## src/rtl/core/jccs_pkg.sv

```systemverilog
`timescale 1ns / 1ps
// ============================================================================
// jccs_pkg
// Shared types, character constants and helper functions for the JSONC
// comment and trailing comma stripper.
// ============================================================================
package jccs_pkg;

    // Character codes the lexer reacts to.
    localparam logic [7:0] CH_QUOTE    = 8'h22;
    localparam logic [7:0] CH_BSLASH   = 8'h5C;
    localparam logic [7:0] CH_LF       = 8'h0A;
    localparam logic [7:0] CH_SLASH    = 8'h2F;
    localparam logic [7:0] CH_STAR     = 8'h2A;
    localparam logic [7:0] CH_COMMA    = 8'h2C;
    localparam logic [7:0] CH_RBRACE   = 8'h7D;
    localparam logic [7:0] CH_RBRACKET = 8'h5D;
    localparam logic [7:0] CH_SPACE    = 8'h20;
    localparam logic [7:0] CH_TAB      = 8'h09;
    localparam logic [7:0] CH_CR       = 8'h0D;

    // Whitespace codes kept in the whitespace memory.
    localparam logic [1:0] WS_SPACE = 2'd0;
    localparam logic [1:0] WS_TAB   = 2'd1;
    localparam logic [1:0] WS_CR    = 2'd2;
    localparam logic [1:0] WS_LF    = 2'd3;

    // Output phases, in the order in which one input byte emits them.
    // The controller state uses the same codes.
    localparam logic [2:0] PH_IDLE  = 3'd0;
    localparam logic [2:0] PH_PRE   = 3'd1;
    localparam logic [2:0] PH_COMMA = 3'd2;
    localparam logic [2:0] PH_SPACE = 3'd3;
    localparam logic [2:0] PH_CHAR  = 3'd4;
    localparam logic [2:0] PH_MARK  = 3'd5;

    // Which phases one input byte needs.
    typedef struct packed {
        logic pre;     // pending slash released
        logic comma;   // held comma released
        logic has_sp;  // held whitespace released
        logic chr;     // the input byte itself
        logic mark;    // bare end marker
    } plan_t;

    // Controller to datapath.
    typedef struct packed {
        logic       accept;
        logic       emit;
        logic [2:0] kind;
        logic       final_item;
    } cmd_t;

    // Datapath to controller.
    typedef struct packed {
        plan_t plan_in;
        plan_t plan_held;
        logic  sp_last;
        logic  can_load;
    } status_t;

    function automatic logic is_ws(input logic [7:0] c);
        return c inside {CH_SPACE, CH_TAB, CH_CR, CH_LF};
    endfunction

    function automatic logic [1:0] ws_code(input logic [7:0] c);
        logic [1:0] code;
        case (c)
            CH_TAB:  code = WS_TAB;
            CH_CR:   code = WS_CR;
            CH_LF:   code = WS_LF;
            default: code = WS_SPACE;
        endcase
        return code;
    endfunction

    function automatic logic [7:0] ws_char(input logic [1:0] code);
        logic [7:0] c;
        case (code)
            WS_TAB:  c = CH_TAB;
            WS_CR:   c = CH_CR;
            WS_LF:   c = CH_LF;
            default: c = CH_SPACE;
        endcase
        return c;
    endfunction

    // First phase of the plan that comes after phase ph.
    function automatic logic [2:0] next_phase(input plan_t p, input logic [2:0] ph);
        logic [2:0] nxt;
        if (ph < PH_PRE && p.pre) begin
            nxt = PH_PRE;
        end else if (ph < PH_COMMA && p.comma) begin
            nxt = PH_COMMA;
        end else if (ph < PH_SPACE && p.has_sp) begin
            nxt = PH_SPACE;
        end else if (ph < PH_CHAR && p.chr) begin
            nxt = PH_CHAR;
        end else if (ph < PH_MARK && p.mark) begin
            nxt = PH_MARK;
        end else begin
            nxt = PH_IDLE;
        end
        return nxt;
    endfunction

endpackage

```

## src/rtl/core/jccs_if.sv

```systemverilog
`timescale 1ns / 1ps
// ============================================================================
// jccs_if
// Valid/ready stream interfaces for the raw text input and the stripped
// output of the stripper.
// ============================================================================
interface jccs_in_if;
    logic       valid;
    logic       ready;
    logic [7:0] in_byte;
    logic       is_last;

    modport source (output valid, output in_byte, output is_last, input ready);
    modport sink (input valid, input in_byte, input is_last, output ready);
endinterface

interface jccs_out_if;
    logic       valid;
    logic       ready;
    logic [7:0] out_byte;
    logic       byte_valid;
    logic       last_of_run;
    logic       text_end;

    modport source (
        output valid, output out_byte, output byte_valid,
        output last_of_run, output text_end, input ready
    );
    modport sink (
        input valid, input out_byte, input byte_valid,
        input last_of_run, input text_end, output ready
    );
endinterface

```

## src/rtl/core/jccs_ctrl.sv

```systemverilog
`timescale 1ns / 1ps
// ============================================================================
// jccs_ctrl
// Output sequencer: walks the phases that one input byte needs and hands
// one result a cycle to the datapath's output register when it can load.
// ============================================================================
module jccs_ctrl (
    input  logic              clk,
    input  logic              rst_n,
    input  logic              in_valid,
    output logic              in_ready,
    input  jccs_pkg::status_t status,
    output jccs_pkg::cmd_t    cmd
);
    import jccs_pkg::*;

    logic [2:0] state_reg;
    logic [2:0] state_next;
    logic [2:0] first_ph;
    logic [2:0] after_ph;

    // State register.
    always_ff @(posedge clk or negedge rst_n)
    begin
        if (!rst_n)
        begin
            state_reg <= PH_IDLE;
        end
        else
        begin
            state_reg <= state_next;
        end
    end

    // Phase sequencing. In idle the first result is loaded in the accept cycle
    // if the output can load and it is not whitespace (that needs a memory read).
    always_comb
    begin
        in_ready       = (state_reg == PH_IDLE);
        cmd.accept     = in_valid && in_ready;
        cmd.emit       = 1'b0;
        cmd.kind       = state_reg;
        cmd.final_item = 1'b0;
        state_next     = state_reg;
        first_ph       = next_phase(status.plan_in, PH_IDLE);
        after_ph       = PH_IDLE;
        if (state_reg == PH_IDLE)
        begin
            if (cmd.accept && first_ph != PH_IDLE)
            begin
                cmd.kind = first_ph;
                if (first_ph != PH_SPACE && status.can_load)
                begin
                    after_ph       = next_phase(status.plan_in, first_ph);
                    cmd.emit       = 1'b1;
                    cmd.final_item = (after_ph == PH_IDLE);
                    state_next     = after_ph;
                end
                else
                begin
                    state_next = first_ph;
                end
            end
        end
        else if (status.can_load)
        begin
            cmd.emit = 1'b1;
            if (state_reg == PH_SPACE && !status.sp_last)
            begin
                state_next = state_reg;
            end
            else
            begin
                after_ph       = next_phase(status.plan_held, state_reg);
                cmd.final_item = (after_ph == PH_IDLE);
                state_next     = after_ph;
            end
        end
    end

endmodule

```

## src/rtl/core/jccs_datapath.sv

```systemverilog
`timescale 1ns / 1ps
// ============================================================================
// jccs_datapath
// Lexer state, whitespace memory, per-byte plan and the output register.
// ============================================================================
module jccs_datapath #(
    parameter int WS_DEPTH = 16
) (
    input  logic              clk,
    input  logic              rst_n,
    input  logic [7:0]        in_byte,
    input  logic              is_last,
    input  jccs_pkg::cmd_t    cmd,
    output jccs_pkg::status_t status,
    input  logic              out_ready,
    output logic              out_valid,
    output logic [7:0]        out_byte,
    output logic              byte_valid,
    output logic              last_of_run,
    output logic              text_end
);
    import jccs_pkg::*;

    localparam int CW = $clog2(WS_DEPTH + 1);
    localparam int AW = (WS_DEPTH > 1) ? $clog2(WS_DEPTH) : 1;
    localparam logic [CW-1:0] DEPTH_C = CW'(WS_DEPTH);

    // Lexer modes.
    localparam logic [2:0] M_NORMAL = 3'd0;
    localparam logic [2:0] M_STRING = 3'd1;
    localparam logic [2:0] M_ESCAPE = 3'd2;
    localparam logic [2:0] M_SLASH  = 3'd3;
    localparam logic [2:0] M_LINE   = 3'd4;
    localparam logic [2:0] M_BLOCK  = 3'd5;
    localparam logic [2:0] M_STAR   = 3'd6;

    logic [2:0]    mode_reg;
    logic [2:0]    mode_next;
    logic          comma_reg;
    logic          comma_next;
    logic [CW-1:0] cnt_reg;
    logic [CW-1:0] cnt_next;
    logic          wr_en;
    logic          do_norm;
    logic          handled;
    plan_t         plan_in;
    logic [CW-1:0] nsp_in;

    plan_t         plan_held_reg;
    logic [CW-1:0] nsp_reg;
    logic [7:0]    byte_reg;
    logic          last_reg;

    logic [CW-1:0] rd_idx_reg;
    logic [CW-1:0] rd_idx_next;
    logic [AW-1:0] rd_addr;
    logic [1:0]    rd_data_reg;
    logic [1:0]    ws_mem [WS_DEPTH];

    logic          out_valid_reg;
    logic [7:0]    out_byte_reg;
    logic          byte_valid_reg;
    logic          last_of_run_reg;
    logic          text_end_reg;
    logic [7:0]    emit_byte;
    logic          emit_last;

    // Plan for the byte on the input and the lexer's next state.
    always_comb
    begin
        mode_next  = mode_reg;
        comma_next = comma_reg;
        cnt_next   = cnt_reg;
        wr_en      = 1'b0;
        do_norm    = 1'b0;
        handled    = 1'b0;
        plan_in    = '0;
        nsp_in     = '0;
        case (mode_reg)
            M_STRING:
            begin
                plan_in.chr = 1'b1;
                if (in_byte == CH_BSLASH)
                begin
                    mode_next = M_ESCAPE;
                end
                else if (in_byte == CH_QUOTE)
                begin
                    mode_next = M_NORMAL;
                end
            end
            M_ESCAPE:
            begin
                plan_in.chr = 1'b1;
                mode_next   = M_STRING;
            end
            M_SLASH:
            begin
                if (in_byte == CH_SLASH)
                begin
                    mode_next = M_LINE;
                end
                else if (in_byte == CH_STAR)
                begin
                    mode_next = M_BLOCK;
                end
                else
                begin
                    plan_in.pre = 1'b1;
                    mode_next   = M_NORMAL;
                    do_norm     = 1'b1;
                end
            end
            M_LINE:
            begin
                if (in_byte == CH_LF)
                begin
                    plan_in.chr = 1'b1;
                    mode_next   = M_NORMAL;
                end
            end
            M_BLOCK:
            begin
                if (in_byte == CH_STAR)
                begin
                    mode_next = M_STAR;
                end
            end
            M_STAR:
            begin
                if (in_byte == CH_SLASH)
                begin
                    mode_next = M_NORMAL;
                end
                else if (in_byte != CH_STAR)
                begin
                    mode_next = M_BLOCK;
                end
            end
            default:
            begin
                mode_next = M_NORMAL;
                do_norm   = 1'b1;
            end
        endcase

        // Normal text: held comma handling, then the byte itself.
        if (do_norm)
        begin
            if (comma_reg)
            begin
                if (is_ws(in_byte))
                begin
                    handled = 1'b1;
                    if (cnt_reg < DEPTH_C)
                    begin
                        wr_en    = 1'b1;
                        cnt_next = cnt_reg + CW'(1);
                    end
                    else
                    begin
                        plan_in.comma = 1'b1;
                        plan_in.chr   = 1'b1;
                        nsp_in        = cnt_reg;
                        comma_next    = 1'b0;
                        cnt_next      = '0;
                    end
                end
                else if (in_byte inside {CH_RBRACE, CH_RBRACKET})
                begin
                    handled     = 1'b1;
                    plan_in.chr = 1'b1;
                    nsp_in      = cnt_reg;
                    comma_next  = 1'b0;
                    cnt_next    = '0;
                end
                else
                begin
                    plan_in.comma = 1'b1;
                    nsp_in        = cnt_reg;
                    comma_next    = 1'b0;
                    cnt_next      = '0;
                end
            end
            if (!handled)
            begin
                if (in_byte == CH_QUOTE)
                begin
                    plan_in.chr = 1'b1;
                    mode_next   = M_STRING;
                end
                else if (in_byte == CH_SLASH)
                begin
                    mode_next = M_SLASH;
                end
                else if (in_byte == CH_COMMA)
                begin
                    comma_next = 1'b1;
                    cnt_next   = '0;
                end
                else
                begin
                    plan_in.chr = 1'b1;
                end
            end
        end

        // End of text. A pending slash or a held comma is the input byte
        // itself; whitespace just taken in also goes out as the byte.
        if (is_last)
        begin
            if (mode_next == M_SLASH)
            begin
                plan_in.chr = 1'b1;
            end
            if (comma_next)
            begin
                plan_in.chr = 1'b1;
                if (wr_en)
                begin
                    plan_in.comma = 1'b1;
                    nsp_in        = cnt_reg;
                end
            end
            mode_next  = M_NORMAL;
            comma_next = 1'b0;
            cnt_next   = '0;
            wr_en      = 1'b0;
        end
        plan_in.has_sp = (nsp_in != '0);
        plan_in.mark   = is_last && !(plan_in.pre || plan_in.comma
                                      || plan_in.has_sp || plan_in.chr);
    end

    // Lexer state and the plan of the accepted byte.
    always_ff @(posedge clk or negedge rst_n)
    begin
        if (!rst_n)
        begin
            mode_reg      <= M_NORMAL;
            comma_reg     <= 1'b0;
            cnt_reg       <= '0;
            plan_held_reg <= '0;
        end
        else if (cmd.accept)
        begin
            mode_reg      <= mode_next;
            comma_reg     <= comma_next;
            cnt_reg       <= cnt_next;
            plan_held_reg <= plan_in;
        end
    end

    // Payload of the accepted byte.
    always_ff @(posedge clk)
    begin
        if (cmd.accept)
        begin
            nsp_reg  <= nsp_in;
            byte_reg <= in_byte;
            last_reg <= is_last;
        end
    end

    // Read index into the held whitespace; back to zero after each run.
    always_comb
    begin
        if (cmd.emit && cmd.final_item)
        begin
            rd_idx_next = '0;
        end
        else if (cmd.accept)
        begin
            rd_idx_next = '0;
        end
        else if (cmd.emit && cmd.kind == PH_SPACE)
        begin
            rd_idx_next = rd_idx_reg + CW'(1);
        end
        else
        begin
            rd_idx_next = rd_idx_reg;
        end
    end

    always_ff @(posedge clk or negedge rst_n)
    begin
        if (!rst_n)
        begin
            rd_idx_reg <= '0;
        end
        else
        begin
            rd_idx_reg <= rd_idx_next;
        end
    end

    assign rd_addr = rd_idx_next[AW-1:0];

    // Whitespace memory: one write port, one registered read port.
    always_ff @(posedge clk)
    begin
        if (cmd.accept && wr_en)
        begin
            ws_mem[cnt_reg[AW-1:0]] <= ws_code(in_byte);
        end
        rd_data_reg <= ws_mem[rd_addr];
    end

    // Byte for the result being loaded.
    always_comb
    begin
        case (cmd.kind)
            PH_PRE:   emit_byte = CH_SLASH;
            PH_COMMA: emit_byte = CH_COMMA;
            PH_SPACE: emit_byte = ws_char(rd_data_reg);
            PH_CHAR:  emit_byte = cmd.accept ? in_byte : byte_reg;
            default:  emit_byte = 8'h00;
        endcase
        emit_last = cmd.accept ? is_last : last_reg;
    end

    // Output register.
    always_ff @(posedge clk or negedge rst_n)
    begin
        if (!rst_n)
        begin
            out_valid_reg <= 1'b0;
        end
        else if (cmd.emit)
        begin
            out_valid_reg <= 1'b1;
        end
        else if (out_ready)
        begin
            out_valid_reg <= 1'b0;
        end
    end

    always_ff @(posedge clk)
    begin
        if (cmd.emit)
        begin
            out_byte_reg    <= emit_byte;
            byte_valid_reg  <= (cmd.kind != PH_MARK);
            last_of_run_reg <= cmd.final_item;
            text_end_reg    <= cmd.final_item && emit_last;
        end
    end

    // Status to the controller.
    always_comb
    begin
        status.plan_in   = plan_in;
        status.plan_held = plan_held_reg;
        status.sp_last   = (CW'(rd_idx_reg + CW'(1)) == nsp_reg);
        status.can_load  = !out_valid_reg || out_ready;
    end

    assign out_valid   = out_valid_reg;
    assign out_byte    = out_byte_reg;
    assign byte_valid  = byte_valid_reg;
    assign last_of_run = last_of_run_reg;
    assign text_end    = text_end_reg;

endmodule

```

## src/rtl/core/jsonc_comment_comma_stripper.sv

```systemverilog
`timescale 1ns / 1ps
// ============================================================================
// jsonc_comment_comma_stripper
// Strips comments and trailing commas from JSONC text, one byte a transfer.
// ============================================================================
//
//   Port     Dir  Payload                                       Transfer
//   in_ch    in   in_byte[7:0], is_last                         valid && ready
//   out_ch   out  out_byte[7:0], byte_valid, last_of_run,       valid && ready
//                 text_end
//
// An input byte's results are loaded into the output register one after
// another; when its first result is held whitespace, a read of the
// whitespace memory's registered read port goes first.
// A byte that gives no result (comment text, held whitespace) leaves the input
// ready. Output stalls hold the sequencer; the output register frees the input
// side as soon as the last result of a byte is loaded.
// Reset (rst_n, asynchronous) returns the lexer to normal text with no comma
// held; the whitespace memory needs no clearing.
//
module jsonc_comment_comma_stripper #(
    parameter int WS_DEPTH = 16
) (
    input  logic            clk,
    input  logic            rst_n,
    jccs_in_if.sink         in_ch,
    jccs_out_if.source      out_ch
);
    import jccs_pkg::*;

    cmd_t    cmd;
    status_t status;

    // Sequencer.
    jccs_ctrl u_ctrl (
        .clk      (clk),
        .rst_n    (rst_n),
        .in_valid (in_ch.valid),
        .in_ready (in_ch.ready),
        .status   (status),
        .cmd      (cmd)
    );

    // Lexer, whitespace memory and output register.
    jccs_datapath #(
        .WS_DEPTH (WS_DEPTH)
    ) u_datapath (
        .clk         (clk),
        .rst_n       (rst_n),
        .in_byte     (in_ch.in_byte),
        .is_last     (in_ch.is_last),
        .cmd         (cmd),
        .status      (status),
        .out_ready   (out_ch.ready),
        .out_valid   (out_ch.valid),
        .out_byte    (out_ch.out_byte),
        .byte_valid  (out_ch.byte_valid),
        .last_of_run (out_ch.last_of_run),
        .text_end    (out_ch.text_end)
    );

endmodule

```

## src/flat_wrapper.sv

```systemverilog
// flat-port wrapper written by rule: the top's interface ports become plain ports
module jsonc_comment_comma_stripper_flat import jccs_pkg::*;
#(
    parameter int WS_DEPTH = 16
)
  (clk, rst_n, in_ch_valid, in_ch_in_byte, in_ch_is_last, in_ch_ready, out_ch_valid, out_ch_out_byte, out_ch_byte_valid, out_ch_last_of_run, out_ch_text_end, out_ch_ready);
  jccs_in_if in_ch_i ();
  jccs_out_if out_ch_i ();
  input  logic clk;
  input  logic rst_n;
  input wire logic [$bits(in_ch_i.valid)-1:0] in_ch_valid;
  input wire logic [$bits(in_ch_i.in_byte)-1:0] in_ch_in_byte;
  input wire logic [$bits(in_ch_i.is_last)-1:0] in_ch_is_last;
  output wire logic [$bits(in_ch_i.ready)-1:0] in_ch_ready;
  output wire logic [$bits(out_ch_i.valid)-1:0] out_ch_valid;
  output wire logic [$bits(out_ch_i.out_byte)-1:0] out_ch_out_byte;
  output wire logic [$bits(out_ch_i.byte_valid)-1:0] out_ch_byte_valid;
  output wire logic [$bits(out_ch_i.last_of_run)-1:0] out_ch_last_of_run;
  output wire logic [$bits(out_ch_i.text_end)-1:0] out_ch_text_end;
  input wire logic [$bits(out_ch_i.ready)-1:0] out_ch_ready;
  assign in_ch_i.valid = in_ch_valid;
  assign in_ch_i.in_byte = in_ch_in_byte;
  assign in_ch_i.is_last = in_ch_is_last;
  assign in_ch_ready = in_ch_i.ready;
  assign out_ch_valid = out_ch_i.valid;
  assign out_ch_out_byte = out_ch_i.out_byte;
  assign out_ch_byte_valid = out_ch_i.byte_valid;
  assign out_ch_last_of_run = out_ch_i.last_of_run;
  assign out_ch_text_end = out_ch_i.text_end;
  assign out_ch_i.ready = out_ch_ready;
  jsonc_comment_comma_stripper #(.WS_DEPTH(WS_DEPTH)) u_core (.clk(clk), .rst_n(rst_n), .in_ch(in_ch_i), .out_ch(out_ch_i));
endmodule
```

## config.mk

```make
export PLATFORM = sky130hd
export DESIGN_NAME = jsonc_comment_comma_stripper_flat
export DESIGN_NICKNAME = d
export VERILOG_FILES = /design/src/rtl/core/jccs_pkg.sv /design/src/rtl/core/jccs_if.sv /design/src/rtl/core/jccs_ctrl.sv /design/src/rtl/core/jccs_datapath.sv /design/src/rtl/core/jsonc_comment_comma_stripper.sv /design/src/flat_wrapper.sv
export SDC_FILE = /design/constraint.sdc
export NUM_CORES = 1
export LEC_CHECK = 0
export CELL_PAD_IN_SITES_DETAIL_PLACEMENT = 1
export CELL_PAD_IN_SITES_GLOBAL_PLACEMENT = 1
export CORE_ASPECT_RATIO = 2
export CORE_MARGIN = 3
export CORE_UTILIZATION = 45
export DETAILED_ROUTE_END_ITERATION = 16
export DONT_BUFFER_PORTS = 1
export PLACE_DENSITY_LB_ADDON = 0.1
export SYNTH_ARGS = -nofsm -noshare
export SYNTH_HDL_FRONTEND = slang
export SYNTH_SLANG_ARGS = --single-unit
```

## constraint.sdc

```tcl
create_clock -name clk -period 5.9 [get_ports clk]
set_input_delay 0.885 -clock clk [delete_from_list [all_inputs] [get_ports clk]]
set_output_delay 0.885 -clock clk [all_outputs]
set_load 0.02 [all_outputs]
```

# After elaboration in Yosys (flattened, before gate mapping)
# Memories as Yosys holds them, arrays and structs flattened. A register that Yosys moved wholly into a read port is not among the register bits.
# Cells that the tools add are included.
word_totals:
  reg_bits: 48
  latch_bits: 0
  mem_bits_rw: 32
  mem_bits_ro: 0
  input_bits: 13
  output_inout_bits: 13
  elab_cells: 225
  n_memories: 1
mem_list:
  columns: ["name", "depth", "width", "rd", "rd_clocked_by_memory_dff", "write_ports", "line", "text"]
  rows:
  - ["u_core.u_datapath.ws_mem", 16, 2, 1, 1, 1, "jccs_datapath.sv:58", "logic [1:0] ws_mem [WS_DEPTH];"]
op_classes:
  add_sub_neg: 2
  multipliers: 0
  n_div: 0
  magnitude_cmp: 11
  n_eq_ne: 32
  shifts: 0
  n_mux: 119
  bitwise: 0
  reduce_logical: 41
ops:
  columns: ["operator", "count"]
  rows:
  - ["$mux W3", 40]
  - ["$mux W5", 20]
  - ["$mux W1", 51]
  - ["$eq A8 B6 Y1 const B", 5]
  - ["$pmux W8 S4", 1]
  - ["$eq A8 B4 Y1 const B", 3]
  - ["$eq A8 B7 Y1 const B", 3]
  - ["$logic_and A1 B1 Y1", 19]
  - ["$eq A3 B2 Y1 const B", 6]
  - ["$pmux W3 S6", 1]
  - ["$pmux W6 S3", 1]
  - ["$eq A3 B3 Y1 const B", 4]
  - ["$lt A3 B2 Y1 const B", 4]
  - ["$lt A3 B3 Y1 const B", 4]
  - ["$add A5 B1 Y5 const B", 2]
  - ["$logic_not A3 Y1", 3]
  - ["$mux W8", 1]
  - ["$ne A8 B6 Y1 const B", 1]
  - ["$reduce_bool A2 Y1", 4]
  - ["$eq A3 B1 Y1 const B", 2]
  - ["$lt A3 B1 Y1 const B", 2]
  - ["$pmux W2 S3", 1]
  - ["$reduce_bool A3 Y1", 2]
  - ["$eq A5 B5 Y1", 1]
  - ["17 further kinds", 24]

# Logic depth before layout (Yosys ltp)
depth:
  ltp_word: 41
  mapped_depth: 16
  depth_no_buf: 14

# Modules after synthesis
# A second synthesis with hierarchy kept.
hier_totals:
  cells_unflattened: 448
  area_unflattened_um2: 4574.4
modules_own_cells:
  columns: ["module", "n_inst", "cells_per_inst", "area_each_um2", "seq_area_each_um2"]
  rows:
  - ["jccs_datapath", 1, 369, 3992.6, 2162.1]
  - ["jccs_ctrl", 1, 79, 581.8, 75.1]

# Worst setup path after synthesis
# No wires, ideal clock.
synth_path:
  path_kind: "in2reg"
  from: "in in_ch_in_byte[1]"
  to: "reg u_core.u_datapath.rd_data_reg[1], read port of u_core.u_datapath.ws_mem"
  setup_ns: 0.137
  arrival_ns: 3.666
  slack_ns: 2.097
  stages: 13
  n_path_buf: 2
  path_cell_list: "buf_2 nor3b_1 o211ai_1 a211o_1 and3_1 buf_6 a211o_2 nor4_4 mux2i_2 inv_2 a211oi_1 a21boi_1 o32ai_2"
synth_via:
  elab_chain_cells: 38
  elab_cells_between_ends: 117
synth_lines:
  columns: ["element", "line", "text"]
  rows:
  - ["from (decl)", "flat_wrapper.sv:12", "input wire logic [$bits(in_ch_i.in_byte)-1:0] in_ch_in_byte;"]
  - ["$eq A8 B4 Y1", "jccs_pkg.sv:63, jccs_datapath.sv:116", null]
  - ["$mux W1", "jccs_datapath.sv:116", "if (in_byte == CH_LF)"]
  - ["$pmux W1 S2", "jccs_datapath.sv:79", "case (mode_reg)"]
  - ["$mux W1, on equally long branches", "jccs_datapath.sv:169, jccs_datapath.sv:155", null]
  - ["$mux W1", "jccs_datapath.sv:152", "if (is_ws(in_byte))"]
  - ["$mux W1", "jccs_datapath.sv:150", "if (comma_reg)"]
  - ["$mux W1", "jccs_datapath.sv:196", "else if (in_byte == CH_COMMA)"]
  - ["$mux W1", "jccs_datapath.sv:192", "else if (in_byte == CH_SLASH)"]
  - ["[23 not listed]", null, null]
  - ["$mux W3", "jccs_ctrl.sv:47", "if (state_reg == PH_IDLE)"]
  - ["$logic_not A3 Y1", "jccs_ctrl.sv:56", "cmd.final_item = (after_ph == PH_IDLE);"]
  - ["$mux W1", "jccs_ctrl.sv:52", "if (first_ph != PH_SPACE && status.can_load)"]
  - ["$mux W5 (*)", "jccs_ctrl.sv:49", "if (cmd.accept && first_ph != PH_IDLE)"]
  - ["$mux W1", "jccs_ctrl.sv:47", null]
  - ["$logic_and A1 B1 Y1", "jccs_datapath.sv:268", "if (cmd.emit && cmd.final_item)"]
  - ["$mux W5 (*)", "jccs_datapath.sv:268", null]
  - ["named net u_core.u_datapath.rd_idx_next[3]", "jccs_datapath.sv:55", "logic [CW-1:0] rd_idx_next;"]
  - ["to (decl)", "jccs_datapath.sv:57", "logic [1:0] rd_data_reg;"]
# Mark *: on every way through the listed nets, which the timed path passes. The rest lies on a longest branch. The select of a mux whose other input is x is not followed.
# A chain may end at the register's enable or synchronous reset.

# Final worst setup path
layout_path:
  from: "reg u_core.u_ctrl.state_reg[2]"
  to: "reg u_core.u_datapath.rd_data_reg[1], read port of u_core.u_datapath.ws_mem"
layout_via:
  elab_cells_between_ends: 36
layout_rtl:
  columns: ["element", "line", "text"]
  rows:
  - ["from (decl)", "jccs_ctrl.sv:17", "logic [2:0] state_reg;"]
  - ["from (signal assigned)", "jccs_ctrl.sv:31", "state_reg <= state_next;"]
  - ["$logic_not A3 Y1 (*)", "jccs_ctrl.sv:39", "in_ready = (state_reg == PH_IDLE);"]
  - ["named net in_ch_ready", "flat_wrapper.sv:14", "output wire logic [$bits(in_ch_i.ready)-1:0] in_ch_ready;"]
  - ["$logic_and A1 B1 Y1", "jccs_ctrl.sv:40", "cmd.accept = in_valid && in_ready;"]
  - ["$logic_and A1 B1 Y1", "jccs_ctrl.sv:49", null]
  - ["$mux W5", "jccs_ctrl.sv:49", null]
  - ["$mux W3", "jccs_ctrl.sv:47", null]
  - ["$eq A3 B2 Y1", "jccs_datapath.sv:276", "else if (cmd.emit && cmd.kind == PH_SPACE)"]
  - ["$logic_and A1 B1 Y1", "jccs_datapath.sv:276", null]
  - ["$mux W5", "jccs_datapath.sv:276", null]
  - ["$mux W5", "jccs_datapath.sv:272", "else if (cmd.accept)"]
  - ["$mux W5 (*)", "jccs_datapath.sv:268", null]
  - ["named net u_core.u_datapath.rd_idx_next[3]", "jccs_datapath.sv:55", null]
# Marked as above.

==> impl_metrics.env <==
export IMPL_outcome="finished, final reports clean"
export IMPL_crit_slowest_cell="dfrtp_1"
export IMPL_cts_hold_buf=0
export IMPL_skew_ps=7.754
export IMPL_synth_xor_area_share_pct=2.176
export IMPL_rrSetupSlack_ps=1610
export IMPL_grt_util_all_layers_pct=26.02
export IMPL_netlist_area_leader_share_pct=29.84
export IMPL_muxShareOfSynthArea_pct=2.306
export IMPL_synth_compound_area_share_pct=20.75
export IMPL_vias_per_cell=6.223
export IMPL_setup_viol=0
export IMPL_path_cells="inv_1 > nand2_1 > inv_2 > nand2_1 > buf_4 > a311oi_1 > a31oi_1 > buf_4 > a211o_2 > nor4_4 > mux2i_2 > inv_2 > a211oi_1 > a21boi_1 > o32ai_2"
export IMPL_cp_arrival_ps=4500
export IMPL_syn_area_mm2=0.004830
export IMPL_layout_nets=509
export IMPL_htree_levels=3
export IMPL_cts_clk_slew_worst_paths_ps=70
export IMPL_critPathRequiredTime_ps=6110
export IMPL_synth_top_family_by_area="simple AND/OR/NAND/NOR gates"
export IMPL_max_slew_margin_pct=33.06
export IMPL_io_pins=26
export IMPL_core_area_mm2=0.01028
export IMPL_layout_commonest_cell="nand2_1"
export IMPL_crit_path_start_kind="flip-flop"
export IMPL_synth_cell_type_count=86
export IMPL_grt_pass1_wl_um=23540
export IMPL_ys_seq_area_share_pct=46.32
export IMPL_cap_violations=0
export IMPL_clock_latency_ps=350
export IMPL_avgSynthCellArea_um2=9.718
export IMPL_syn_to_final_growth_pct=7.694
export IMPL_crit_path_max_incr_delay_ps=470
export IMPL_rsz0062_at_grt="false"
export IMPL_ys_flop_type="edfxtp_1"
export IMPL_synth_fa_ha_area_share_pct=2.073
export IMPL_whs_ps=228.6
export IMPL_synth_warnings=0
export IMPL_yosysTopAreaCell="edfxtp_1"
export IMPL_drc_errors=0
export IMPL_post_cts_buffers=0
export IMPL_cts_tree="done"
export IMPL_p_leak_nw=1.903
export IMPL_ir_worst_vdd_v=0.0002184
export IMPL_fin_ws_ps=1610
export IMPL_clock_sinks=82
export IMPL_synth_fp_nets=518
export IMPL_clockRootBuffer="clkbuf_16"
export IMPL_post_route_period_util_pct=72.71
export IMPL_final_cell_mix="67 x nand2_1, 48 x edfxtp_1, 42 x nor2_1"
export IMPL_synth_seq_cells=82
export IMPL_clockBufferDepth=2
export IMPL_worst_hold_path_type="in -> async"
export IMPL_hold_violations=0
export IMPL_totalPowerFinal_mw=1.913
export IMPL_largest_register_ffs=32
export IMPL_dieArea_mm2=0.01209
export IMPL_wire_per_inst_um=23.75
export IMPL_dr_total_vias=3908
export IMPL_grt_pass1_vias=4222
export IMPL_fp_row_count=52
export IMPL_drt_iter0_drc=214
export IMPL_timing_worst_setup_path_type="reg -> reg"
export IMPL_endpoint_kind="flip-flop"
export IMPL_drive_above_1_share_pct=10.14
export IMPL_power_density_mw_per_mm2=367.8
export IMPL_grt_max_degree=24
export IMPL_drv_slew=0
export IMPL_die_w_um=79.26
export IMPL_yosys_area_share_simple_pct=22.36
export IMPL_drt_pass1_iter_count=4
export IMPL_synthCells=497
export IMPL_totalNegativeSetupSlack_ps=0
export IMPL_netlist_top_cells_area="edfxtp_1 30%, dfrtp_1 12%, nand2_1 5.2%"
export IMPL_async_flop_share_pct=28.05
export IMPL_totalWireLength_um=14910
export IMPL_fmax_ghz=0.2331
export IMPL_pre_cts_ws_ps=1575
export IMPL_port_buffers=0
export IMPL_dp_hpwl_um=11690
export IMPL_antennaDiodeCount=0
export IMPL_worst_slew_pin_slew_ps=998.6
export IMPL_die_h_um=152.5
export IMPL_ant_nets=0
export IMPL_synth_enable_flop_cells=48
export IMPL_cp_max_fo=13
export IMPL_fin_crit_ps=4290
export IMPL_overflow=0
export IMPL_numCtsBuffers=9
export IMPL_cts_resized=0
export IMPL_start_util_pct=46.98
export IMPL_antenna_found_initial=0
export IMPL_gp_congestion=0.9156
path summary, 6_finish.rpt:
kind | startpoint | to | cells after the start
hold reg to reg | u_core.u_datapath.byte_reg[7] | u_core.u_datapath.byte_reg[7] | 2
setup reg to reg | u_core.u_ctrl.state_reg[2] | u_core.u_datapath.rd_data_reg[1] | 15
min in group clk | u_core.u_datapath.byte_reg[7] | u_core.u_datapath.byte_reg[7] | 2
max in group asynchronous | rst_n | u_core.u_datapath.comma_reg | 0
setup / recovery | u_core.u_ctrl.state_reg[2] | u_core.u_datapath.rd_data_reg[1] | 15
hold / removal | rst_n | u_core.u_datapath.rd_idx_reg[2] | 0
synthesized netlist by cell type, drive strengths merged, types with 3 or more instances:
cell,instances
nor4,4
mux2,3
mux2i,7
o21ai,28
and4,3
o22ai,6
or3,3
xnor2,7
inv,16
a22o,4
buf,11
nor2,42
a21oi,31
and3,14
xor2,5
dfrtp,23
o21bai,4
nor3,12
nor4b,3
clkbuf,12
nand2b,12
edfxtp,48
nand4,7
and2,7
nand2,68
dfxtp,11
a211o,4
nand3,21
o311ai,3
nor2b,7
a311oi,3
ha,8
a31oi,7
a211oi,10
final cells by class:
type | count | area [µm²]
Tap cell | 135 | 168.9
Timing Repair Buffer | 3 | 22.52
Sequential cell | 82 | 2237
Clock inverter | 7 | 72.57
Inverter | 18 | 71.32
Fill cell | 1220 | 5079
Multi-Input combinational cell | 374 | 2404
Clock buffer | 9 | 225.2
through the flow:
step / instance area, µm² / utilization (%) / std cells
floorplan: 4830 / - / 497
global placement: 4903 / 47.70 / 612
detailed placement: 4903 / 47.70 / 612
CTS: 5201 / 50.60 / 628
global route: 5201 / 50.60 / 628
finish: 5201 / 50.60 / 628
worst max-delay path: cells and delay by family, from the launching register on:
| family | cells | cell delay [ps] |
|---|---|---|
| simple gates | 3 | 750 |
| compound gates | 6 | 1410 |
| buf+inv | 5 | 1130 |
| mux | 1 | 390 |
| flops | 1 | 470 |
logic make-up (layout without fill, tap and decap cells):
logic type               Yosys count  after routing
XOR/XNOR                          12             12
buffers and inverters             41             37
adder cells (fa/ha/maj)            8              8
AO/OA/AOI/OAI                    134            134
AND/OR/NAND/NOR                  210            210
multiplexers                      10             10
flip-flops                        82             82
per-layer routing:
layer  track usage (%)  part of all wire [%]  wire (µm)  vias up
li1                  -                     -          -     1837
met1             25.28                    34       5055     1958
met2             50.24                    59       8801       75
met3             3.905                   2.3        343       38
met4             13.77                   4.8        714        0
met5                 0                     0          0        -
power by group:
part	switching (mW)	total (mW)	internal, mW	leakage, nW
sequential	0.105	0.832	0.727	0.813
combinational	0.368	0.524	0.156	0.953
clock	0.260	0.557	0.298	0.136
total	0.732	1.91	1.18	1.90
Note: power is estimated with default switching activity, not from simulation.
